==> src/sv/obd_pkg.sv <==
// ----------------------------------------------------------------------------
// obd_pkg
// Shared types and constants of the object identifier text decoder.
// ----------------------------------------------------------------------------
package obd_pkg;

  localparam int APB_ADDR_W = 3;
  localparam int APB_DATA_W = 32;

  // word index of the absolute_oid register
  localparam logic REG_ABSOLUTE_OID = 1'b0;

  localparam int ARC_RADIX = 40;
  localparam int ARC_SPLIT = 80;

  localparam logic [7:0] CHAR_DOT  = 8'h2E;
  localparam logic [7:0] CHAR_ZERO = 8'h30;
  localparam logic [7:0] CHAR_NONE = 8'h00;

  localparam int CONT_BIT = 7;

  typedef enum logic [1:0] {
    ERR_NONE      = 2'd0,
    ERR_OVERFLOW  = 2'd1,
    ERR_TRUNCATED = 2'd2
  } err_code_t;

  typedef enum logic [2:0] {
    ST_IDLE,
    ST_ERR,
    ST_DOT,
    ST_CONV,
    ST_EMIT
  } state_t;

  typedef struct packed {
    logic start;
    logic shift;
  } cnv_ctl_t;

endpackage

==> src/sv/obd_byte_if.sv <==
// ----------------------------------------------------------------------------
// obd_byte_if
// Request channel carrying one BER content octet of an object identifier.
// ----------------------------------------------------------------------------
interface obd_byte_if;
  logic       valid;
  logic       ready;
  logic [7:0] content_byte;
  logic       final_byte;

  modport source (output valid, content_byte, final_byte, input ready);
  modport sink   (input valid, content_byte, final_byte, output ready);
endinterface

==> src/sv/obd_text_if.sv <==
// ----------------------------------------------------------------------------
// obd_text_if
// Request channel carrying one character of dotted-decimal text.
// ----------------------------------------------------------------------------
interface obd_text_if;
  logic       valid;
  logic       ready;
  logic [7:0] text_char;
  logic [1:0] error_code;
  logic       run_end;
  logic       oid_end;

  modport source (output valid, text_char, error_code, run_end, oid_end, input ready);
  modport sink   (input valid, text_char, error_code, run_end, oid_end, output ready);
endinterface

==> src/sv/oid_ber_to_dotted_text.sv <==
// ----------------------------------------------------------------------------
// oid_ber_to_dotted_text
// Decodes BER object identifier content octets into dotted-decimal ASCII.
// ----------------------------------------------------------------------------
// byte_in takes one content octet per request with final_byte marking the
// last octet of the identifier. text_out gives one character per request,
// with run_end on the last character caused by an octet and oid_end on the
// last character of the identifier. An error gives a single request with
// text_char zero and error_code set.
// A continuation octet gives nothing. A terminating octet prints each arc
// through the shared bit-serial BCD converter: a conversion, then one
// decimal position at a time (20 at 64 bits, leading zeros skipped but
// for the last), with a dot before each later arc; a split first
// subidentifier prints two arcs. byte_in is ready only while the
// sequencer is idle.
// The last character sits in an output register, so a new octet is taken
// while it waits; a stalled receiver holds the sequencer before its next
// character. Reset clears the accumulator and status and sets absolute_oid
// to one; no clearing pass is needed.
// ----------------------------------------------------------------------------
module oid_ber_to_dotted_text #(
  parameter int ACC_WIDTH = 64
) (
  input  logic                              clk,
  input  logic                              rst,
  obd_byte_if.sink                          byte_in,
  obd_text_if.source                        text_out,
  input  logic                              psel,
  input  logic                              penable,
  input  logic                              pwrite,
  input  logic [obd_pkg::APB_ADDR_W-1:0]    paddr,
  input  logic [obd_pkg::APB_DATA_W-1:0]    pwdata,
  output logic [obd_pkg::APB_DATA_W-1:0]    prdata,
  output logic                              pready
);

  localparam int NUM_DIGITS = (ACC_WIDTH * 30103) / 100000 + 1;
  localparam int DCNT_W     = $clog2(NUM_DIGITS);
  localparam logic [ACC_WIDTH-1:0] TOP7  = ~({ACC_WIDTH{1'b1}} >> 7);
  localparam logic [ACC_WIDTH-1:0] SPLIT = ACC_WIDTH'(obd_pkg::ARC_SPLIT);
  localparam logic [ACC_WIDTH-1:0] RADIX = ACC_WIDTH'(obd_pkg::ARC_RADIX);
  localparam logic [ACC_WIDTH-1:0] ARC_0 = ACC_WIDTH'(0);
  localparam logic [ACC_WIDTH-1:0] ARC_1 = ACC_WIDTH'(1);
  localparam logic [ACC_WIDTH-1:0] ARC_2 = ACC_WIDTH'(2);

  obd_pkg::state_t    state, state_next;
  obd_pkg::cnv_ctl_t  cnv_ctl;
  obd_pkg::err_code_t err_code;

  logic                  absolute_oid;
  logic [ACC_WIDTH-1:0]  acc;
  logic                  seen;
  logic                  err_hold;
  logic [ACC_WIDTH-1:0]  conv_val;
  logic [ACC_WIDTH-1:0]  second_val;
  logic                  more;
  logic                  fin;
  logic [DCNT_W-1:0]     dcnt;
  logic                  lead;

  logic                  in_fire;
  logic                  overflow;
  logic                  cont;
  logic [ACC_WIDTH-1:0]  acc_shift;
  logic                  lt_split;
  logic                  ge_radix;
  logic                  split;
  logic [ACC_WIDTH-1:0]  first_val;
  logic [ACC_WIDTH-1:0]  arc2;
  logic [ACC_WIDTH-1:0]  cnv_value;
  logic                  cnv_done;
  logic [3:0]            digit;
  logic                  slot_free;
  logic                  skip;
  logic                  last_digit;

  logic                  emit;
  logic [7:0]            emit_char;
  logic [1:0]            emit_err;
  logic                  emit_run;
  logic                  emit_oid;

  obd_regs u_regs (
    .clk          (clk),
    .rst          (rst),
    .psel         (psel),
    .penable      (penable),
    .pwrite       (pwrite),
    .paddr        (paddr),
    .pwdata       (pwdata),
    .prdata       (prdata),
    .pready       (pready),
    .absolute_oid (absolute_oid)
  );

  obd_dabble #(
    .ACC_WIDTH (ACC_WIDTH)
  ) u_dabble (
    .clk       (clk),
    .rst       (rst),
    .ctl       (cnv_ctl),
    .value     (cnv_value),
    .done      (cnv_done),
    .top_digit (digit)
  );

  assign byte_in.ready = (state == obd_pkg::ST_IDLE);
  assign in_fire       = byte_in.valid && byte_in.ready;
  assign overflow      = |(acc & TOP7);
  assign cont          = byte_in.content_byte[obd_pkg::CONT_BIT];
  assign acc_shift     = {acc[ACC_WIDTH-8:0], byte_in.content_byte[6:0]};
  assign lt_split      = (acc_shift < SPLIT);
  assign ge_radix      = (acc_shift >= RADIX);
  assign split         = absolute_oid && !seen;
  assign first_val     = split ? (lt_split ? (ge_radix ? ARC_1 : ARC_0) : ARC_2) : acc_shift;
  assign arc2          = lt_split ? (ge_radix ? acc_shift - RADIX : acc_shift)
                                  : acc_shift - SPLIT;
  assign cnv_value     = (state == obd_pkg::ST_IDLE) ? first_val : conv_val;
  assign slot_free     = !text_out.valid || text_out.ready;
  assign skip          = (digit == 4'd0) && !lead && (dcnt != '0);
  assign last_digit    = (dcnt == '0);

  // next state
  always_comb begin
    state_next = state;
    unique case (state)
      obd_pkg::ST_IDLE: begin
        if (in_fire && !err_hold) begin
          if (overflow) begin
            state_next = obd_pkg::ST_ERR;
          end else if (cont) begin
            state_next = byte_in.final_byte ? obd_pkg::ST_ERR : obd_pkg::ST_IDLE;
          end else if (split || !seen) begin
            state_next = obd_pkg::ST_CONV;
          end else begin
            state_next = obd_pkg::ST_DOT;
          end
        end
      end
      obd_pkg::ST_ERR: begin
        if (slot_free) state_next = obd_pkg::ST_IDLE;
      end
      obd_pkg::ST_DOT: begin
        if (slot_free) state_next = obd_pkg::ST_CONV;
      end
      obd_pkg::ST_CONV: begin
        if (cnv_done) state_next = obd_pkg::ST_EMIT;
      end
      obd_pkg::ST_EMIT: begin
        if (!skip && slot_free && last_digit) begin
          state_next = more ? obd_pkg::ST_DOT : obd_pkg::ST_IDLE;
        end
      end
      default: state_next = obd_pkg::ST_IDLE;
    endcase
  end

  // sequencer outputs
  always_comb begin
    emit          = 1'b0;
    emit_char     = obd_pkg::CHAR_NONE;
    emit_err      = obd_pkg::ERR_NONE;
    emit_run      = 1'b0;
    emit_oid      = 1'b0;
    cnv_ctl.start = (state_next == obd_pkg::ST_CONV) && (state != obd_pkg::ST_CONV);
    cnv_ctl.shift = 1'b0;
    unique case (state)
      obd_pkg::ST_IDLE: begin
      end
      obd_pkg::ST_ERR: begin
        emit     = slot_free;
        emit_err = err_code;
        emit_run = 1'b1;
        emit_oid = fin;
      end
      obd_pkg::ST_DOT: begin
        emit      = slot_free;
        emit_char = obd_pkg::CHAR_DOT;
      end
      obd_pkg::ST_CONV: begin
      end
      obd_pkg::ST_EMIT: begin
        emit          = !skip && slot_free;
        emit_char     = obd_pkg::CHAR_ZERO | {4'd0, digit};
        emit_run      = last_digit && !more;
        emit_oid      = last_digit && !more && fin;
        cnv_ctl.shift = skip || slot_free;
      end
      default: begin
      end
    endcase
  end

  always_ff @(posedge clk) begin
    if (rst) begin
      state    <= obd_pkg::ST_IDLE;
      acc      <= '0;
      seen     <= 1'b0;
      err_hold <= 1'b0;
      more     <= 1'b0;
    end else begin
      state <= state_next;
      if (in_fire) begin
        if (err_hold) begin
          if (byte_in.final_byte) begin
            acc      <= '0;
            seen     <= 1'b0;
            err_hold <= 1'b0;
          end
        end else if (overflow) begin
          if (byte_in.final_byte) begin
            acc  <= '0;
            seen <= 1'b0;
          end else begin
            err_hold <= 1'b1;
          end
        end else if (cont) begin
          if (byte_in.final_byte) begin
            acc  <= '0;
            seen <= 1'b0;
          end else begin
            acc <= acc_shift;
          end
        end else begin
          acc  <= '0;
          seen <= !byte_in.final_byte;
          more <= split;
        end
      end else if (state == obd_pkg::ST_EMIT && !skip && slot_free && last_digit) begin
        more <= 1'b0;
      end
    end
  end

  always_ff @(posedge clk) begin
    if (in_fire) begin
      fin        <= byte_in.final_byte;
      conv_val   <= first_val;
      second_val <= arc2;
      err_code   <= overflow ? obd_pkg::ERR_OVERFLOW : obd_pkg::ERR_TRUNCATED;
    end else if (state == obd_pkg::ST_EMIT && !skip && slot_free && last_digit) begin
      conv_val <= second_val;
    end
  end

  always_ff @(posedge clk) begin
    if (cnv_done) begin
      dcnt <= DCNT_W'(NUM_DIGITS - 1);
      lead <= 1'b0;
    end else if (cnv_ctl.shift) begin
      dcnt <= dcnt - DCNT_W'(1);
      if (!skip) lead <= 1'b1;
    end
  end

  always_ff @(posedge clk) begin
    if (rst) begin
      text_out.valid <= 1'b0;
    end else if (emit) begin
      text_out.valid <= 1'b1;
    end else if (text_out.ready) begin
      text_out.valid <= 1'b0;
    end
  end

  always_ff @(posedge clk) begin
    if (emit) begin
      text_out.text_char  <= emit_char;
      text_out.error_code <= emit_err;
      text_out.run_end    <= emit_run;
      text_out.oid_end    <= emit_oid;
    end
  end

endmodule

==> src/sv/obd_regs.sv <==
// ----------------------------------------------------------------------------
// obd_regs
// APB-style configuration register file, holds the absolute_oid mode bit.
// ----------------------------------------------------------------------------
module obd_regs (
  input  logic                              clk,
  input  logic                              rst,
  input  logic                              psel,
  input  logic                              penable,
  input  logic                              pwrite,
  input  logic [obd_pkg::APB_ADDR_W-1:0]    paddr,
  input  logic [obd_pkg::APB_DATA_W-1:0]    pwdata,
  output logic [obd_pkg::APB_DATA_W-1:0]    prdata,
  output logic                              pready,
  output logic                              absolute_oid
);

  logic hit;

  assign pready = 1'b1;
  assign hit    = (paddr[2] == obd_pkg::REG_ABSOLUTE_OID);

  always_ff @(posedge clk) begin
    if (rst) begin
      absolute_oid <= 1'b1;
    end else if (psel && penable && pwrite && pready && hit) begin
      absolute_oid <= pwdata[0];
    end
  end

  always_comb begin
    prdata = '0;
    if (hit) begin
      prdata[0] = absolute_oid;
    end
  end

endmodule

==> src/sv/obd_dabble.sv <==
// ----------------------------------------------------------------------------
// obd_dabble
// Shift-and-add-3 binary to BCD converter, one bit per cycle, with a digit
// shift-out port for serial printing.
// ----------------------------------------------------------------------------
module obd_dabble #(
  parameter int ACC_WIDTH = 64
) (
  input  logic                     clk,
  input  logic                     rst,
  input  obd_pkg::cnv_ctl_t        ctl,
  input  logic [ACC_WIDTH-1:0]     value,
  output logic                     done,
  output logic [3:0]               top_digit
);

  localparam int NUM_DIGITS = (ACC_WIDTH * 30103) / 100000 + 1;
  localparam int BCD_W      = 4 * NUM_DIGITS;
  localparam int CNT_W      = $clog2(ACC_WIDTH + 1);

  logic [ACC_WIDTH-1:0] bin;
  logic [BCD_W-1:0]     bcd;
  logic [BCD_W-1:0]     bcd_adj;
  logic [CNT_W-1:0]     cnt;
  logic                 busy;

  always_comb begin
    for (int i = 0; i < NUM_DIGITS; i++) begin
      if (bcd[4*i +: 4] >= 4'd5) begin
        bcd_adj[4*i +: 4] = bcd[4*i +: 4] + 4'd3;
      end else begin
        bcd_adj[4*i +: 4] = bcd[4*i +: 4];
      end
    end
  end

  assign done      = busy && (cnt == CNT_W'(ACC_WIDTH));
  assign top_digit = bcd[BCD_W-1 -: 4];

  always_ff @(posedge clk) begin
    if (rst) begin
      busy <= 1'b0;
      cnt  <= '0;
    end else if (ctl.start) begin
      busy <= 1'b1;
      cnt  <= '0;
    end else if (done) begin
      busy <= 1'b0;
    end else if (busy) begin
      cnt <= cnt + CNT_W'(1);
    end
  end

  always_ff @(posedge clk) begin
    if (ctl.start) begin
      bin <= value;
      bcd <= '0;
    end else if (busy && !done) begin
      bcd <= {bcd_adj[BCD_W-2:0], bin[ACC_WIDTH-1]};
      bin <= {bin[ACC_WIDTH-2:0], 1'b0};
    end else if (ctl.shift) begin
      bcd <= {bcd[BCD_W-5:0], 4'd0};
    end
  end

endmodule
==> src/flat_wrapper.sv <==
// flat-port wrapper written by rule: the top's interface ports become plain ports
module oid_ber_to_dotted_text_flat 
#(
  parameter int ACC_WIDTH = 64
)
  (clk, rst, psel, penable, pwrite, paddr, pwdata, prdata, pready, byte_in_valid, byte_in_content_byte, byte_in_final_byte, byte_in_ready, text_out_valid, text_out_text_char, text_out_error_code, text_out_run_end, text_out_oid_end, text_out_ready);
  obd_byte_if byte_in_i ();
  obd_text_if text_out_i ();
  input  logic clk;
  input  logic rst;
  input  logic psel;
  input  logic penable;
  input  logic pwrite;
  input  logic [obd_pkg::APB_ADDR_W-1:0] paddr;
  input  logic [obd_pkg::APB_DATA_W-1:0] pwdata;
  output logic [obd_pkg::APB_DATA_W-1:0] prdata;
  output logic pready;
  input wire logic [$bits(byte_in_i.valid)-1:0] byte_in_valid;
  input wire logic [$bits(byte_in_i.content_byte)-1:0] byte_in_content_byte;
  input wire logic [$bits(byte_in_i.final_byte)-1:0] byte_in_final_byte;
  output wire logic [$bits(byte_in_i.ready)-1:0] byte_in_ready;
  output wire logic [$bits(text_out_i.valid)-1:0] text_out_valid;
  output wire logic [$bits(text_out_i.text_char)-1:0] text_out_text_char;
  output wire logic [$bits(text_out_i.error_code)-1:0] text_out_error_code;
  output wire logic [$bits(text_out_i.run_end)-1:0] text_out_run_end;
  output wire logic [$bits(text_out_i.oid_end)-1:0] text_out_oid_end;
  input wire logic [$bits(text_out_i.ready)-1:0] text_out_ready;
  assign byte_in_i.valid = byte_in_valid;
  assign byte_in_i.content_byte = byte_in_content_byte;
  assign byte_in_i.final_byte = byte_in_final_byte;
  assign byte_in_ready = byte_in_i.ready;
  assign text_out_valid = text_out_i.valid;
  assign text_out_text_char = text_out_i.text_char;
  assign text_out_error_code = text_out_i.error_code;
  assign text_out_run_end = text_out_i.run_end;
  assign text_out_oid_end = text_out_i.oid_end;
  assign text_out_i.ready = text_out_ready;
  oid_ber_to_dotted_text #(.ACC_WIDTH(ACC_WIDTH)) u_core (.clk(clk), .rst(rst), .byte_in(byte_in_i), .text_out(text_out_i), .psel(psel), .penable(penable), .pwrite(pwrite), .paddr(paddr), .pwdata(pwdata), .prdata(prdata), .pready(pready));
endmodule
==> config.mk <==
export PLATFORM = sky130hd
export DESIGN_NAME = oid_ber_to_dotted_text_flat
export DESIGN_NICKNAME = d
export VERILOG_FILES = /design/src/sv/obd_pkg.sv /design/src/sv/obd_byte_if.sv /design/src/sv/obd_text_if.sv /design/src/sv/oid_ber_to_dotted_text.sv /design/src/sv/obd_regs.sv /design/src/sv/obd_dabble.sv /design/src/flat_wrapper.sv
export SDC_FILE = /design/constraint.sdc
export NUM_CORES = 1
export LEC_CHECK = 0
export BUFFER_PORTS_ARGS = -buffer_cell sky130_fd_sc_hd__clkbuf_2
export CORE_MARGIN = 5
export CORE_UTILIZATION = 54
export DETAILED_ROUTE_END_ITERATION = 12
export PLACE_DENSITY = 0.74
export REMOVE_ABC_BUFFERS = 1
export SYNTH_ARGS = -nofsm -noshare
export SYNTH_HDL_FRONTEND = slang
export SYNTH_HIERARCHICAL = 1
export SYNTH_SLANG_ARGS = --single-unit
==> constraint.sdc <==
create_clock -name clk -period 4.35 [get_ports clk]
set_input_delay 1.305 -clock clk [delete_from_list [all_inputs] [get_ports clk]]
set_output_delay 1.305 -clock clk [all_outputs]
set_load 0.005 [all_outputs]
==> summary.md <==
| Metric | Value |
|---|---|
| Core Util, Final | `59.5%` |
| Crit Path Max Fanout | `11` |
| DRC violation count after routing | `0` |
| Wl on met1 | `18.5 mm` |
| FMAX | `261 MHz` |
| Compound-Gate Fraction of Synth Area | `15.4%` |
| Critical-path cell list | `clkbuf_2 -> inv_1 -> ha_1 -> nor4bb_1 -> nand4_1 -> or4_1 -> o211ai_4 -> and4b_1 -> nand2_1 -> xnor2_1` |
| Max transition margin | `24.9%` |
| Clock Skews | `0.0137 ns` |
| Root Buffer | `clkbuf_16` |
| Vias in the first global route | `13659` |
| Leak | `7.62 nW` |
| Actual slew at the worst max-slew pin | `1.13 ns` |
| DR vias | `14069` |
| Post-synth cell types | `73` |
| Crit. End Element | `flip-flop` |
| Top cells by area, synth | `edfxtp_1 32%, dfxtp_1 17%, mux2_2 4.9%` |
| Instance count on the critical path | `10` |
| Number of synthesized flops with an enable pin | `205` |
| Final Hold Fails | `0` |
| First-pass GRT wire length | `69.3 mm` |
| Hold WC Path Type | `flip-flop to flip-flop` |
| Post-synth top flop | `edfxtp_1` |
| Hold buffer count at cts | `0` |
| Syn avg cell area | `10.0 um2` |
| Area grow syn2layout | `9.31%` |
| Worst Hold Depth | `2` |
| Worst EP required | `4.60 ns` |
| Largest net degree at the start of global routing | `127` |
| 1st-iter DRT viols | `1176` |
| DR WL met3 | `1.76 mm` |
| Post-synthesis xor/xnor area fraction | `3.81%` |
| Count of final setup violators | `0` |
| DR pass1 iterations | `6` |
| Fill cells | `2943` |
| Final Cycle Share | `88.0%` |
| FF+latch count, synth | `371` |
| Crit start category | `primary input` |
| MaxCap Viol Count | `0` |
| Die footprint | `39600 um2` |
| Top delay family on crit path | `simple AND/OR/NAND/NOR gates` |
| Starting Density | `54.5%` |
| Adder-cell share of the synthesized area | `3.18%` |
| DR WL met2 | `20.4 mm` |
| Clock sinks | `371` |
| Post-synthesis mux area share | `6.93%` |
| Min Hold Slack | `0.492 ns` |
| Post-Syn Instances | `1922` |
| Area leader, netlist | `edfxtp_1` |
| Drt wl/cell | `17.5 um` |
| Drt via density | `5.92` |
| Synth cell count leaders | `240 x nand2_1, 205 x edfxtp_1, 166 x dfxtp_1` |
| IO Count | `98` |
| Die H | `199 um` |
| DP HPWL | `26.1 mm` |
| Initial antenna violation count | `0` |
| Fin crit period | `3.83 ns` |
| Max incr delay on CP | `0.60 ns` |
| CTS H-tree depth | `2` |
| Dpl cells | `2301` |
| Final wirelength | `41.5 mm` |
| Total power divided by cell area | `542 nW/um2` |
| R2r worst-path depth | `9` |
| Place WS | `-0.0115 ns` |
| Highest routed layer | `met4` |
| Final #Nets | `1982` |
| Crit path kind | `primary input to flip-flop` |
| Top cell type's share of synthesized area | `31.9%` |
| Max Slew Vio Count | `0` |
| Outcome | `finished clean` |
| Arrival @ worst endpoint | `4.08 ns` |
| Syn. warnings | `6` |
| Grt total ovfl | `0` |
| Post-Synth Simple-Gate Area | `15.9%` |
| WP buf/inv | `2` |
| Floorplan core area | `35400 um2` |
| # port buffers | `30` |
| GRT Total Usage | `20.8%` |
| TritonCTS clock tree | `done` |
| Die X-Extent | `199 um` |
| Register area share after synthesis | `49.2%` |
| Reg clk slew, reported paths | `0.06 ns` |
| Postcts setup bufs | `0` |
| RSZ-0062 raised after global routing | `false` |
| Routability cong. | `0.853` |
| Worst path slowest cell | `and4b_1` |
| Longest Clk Path Bufs | `3` |
| Peak supply drop | `0.000439 V` |
| Share of post-route cells with drive strength above 1 | `13.3%` |
| PnR worst setup slack | `0.520 ns` |
| Post-cts sizing count | `0` |
| Most frequent cell after synthesis | `nand2_1` |
| Post-synthesis cell area | `19300 um2` |
| Largest family of logic cells by synthesized area | `simple AND/OR/NAND/NOR gates` |
| Post-route insts no fill | `2376` |
| Antenna violation net count after detailed routing | `0` |
| Clk_lat worst skew | `0.52 ns` |
| TritonCTS Buffers | `40` |
| Asr flop ratio synth | `0%` |
| # rows | `69` |
routing by layer:
layer  vias up  global-route usage (%)
met3        70                    2.74
met4         0                    5.42
met2       354                    35.0
li1       6820                       -
met5         -                       0
met1      6825                    28.5
cell families after synthesis:
logic type               after synthesis
AO/OA/AOI/OAI                        443
XOR/XNOR                              83
adder cells (fa/ha/maj)               49
buffers and inverters                234
flip-flops                           371
multiplexers                         123
other                                  3
AND/OR/NAND/NOR                      616
worst min-delay path, delay by kind of cell, from the launching register on:
| kind | cells | cell delay [ns] |
|---|---|---|
| DFF | 1 | 0.34 |
| and+or+nand+nor | 1 | 0.07 |
| AOI/OAI and AO/OA | 1 | 0.05 |
cell type report:
type                       instances  area (um2)  share of cell area [%]
antenna                            1        2.50                  0.0119
inverter                          53         201                   0.956
sequential                       371        9480                    45.0
clock inverter                    22         240                    1.14
tap                              461         577                    2.74
timing repair buffer              68         536                    2.54
clock buffer                      52        1120                    5.30
multi-input combinational       1348        8920                    42.3
placed cells by master, fill, tap and decap left out, drive strengths merged, types with 39 or more instances in the layout:
master  netlist  routed
nor3b        40      40
dfxtp       166     166
a22oi        64      64
a21oi        47      47
o21ai       156     156
nand2       242     242
mux2i        39      39
edfxtp      205     205
xnor2        64      64
clkbuf      124      82
a211oi      134     134
inv          53      55
nor2        122     122
mux2         84      84
ha           49      49
registers in the layout, summed over array words and instances, names as in the netlist:
register / cells
u_core/second_val: 64
u_core/err_code: 2
u_core/state: 3
u_core/text_out.error_code: 2
u_core/u_dabble/busy: 1
u_core/lead: 1
u_core/u_dabble/bin: 64
u_core/conv_val: 64
u_core/text_out.oid_end: 1
u_core/u_dabble/cnt: 7
u_core/text_out.run_end: 1
u_core/u_dabble/bcd: 80
u_core/fin: 1
u_core/text_out.valid: 1
u_core/text_out.text_char: 6
u_core/seen: 1
u_core/acc: 64
u_core/more: 1
u_core/dcnt: 5
u_core/err_hold: 1
u_core/u_regs/absolute_oid: 1
final timing paths:
check	start	to	slack, ns
setup / recovery	byte_in_content_byte[4]	u_core/second_val[46]	0.52
hold / removal	u_core/lead	u_core/lead	0.49
setup reg to reg	u_core/state[2]	u_core/u_dabble/bin[5]	0.87
hold reg to reg	u_core/lead	u_core/lead	0.49
metrics by stage:
step	power (mW)	setup TNS, ns	instance area [um2]
floorplan	7.28	-2921.50	18500
detailed placement	7.98	-0.0119	19700
global route	12.1	0	21100
CTS	11.5	0	21100
finish	11.4	0	21100
global placement	7.82	0	19700
where the power goes:
group,leakage [nW],switching [mW],internal (mW)
logic,3.61,1.56,1.42
registers,3.34,0.540,4.43
clock network,0.665,1.36,2.11
Power figures use the tool's default switching activity.
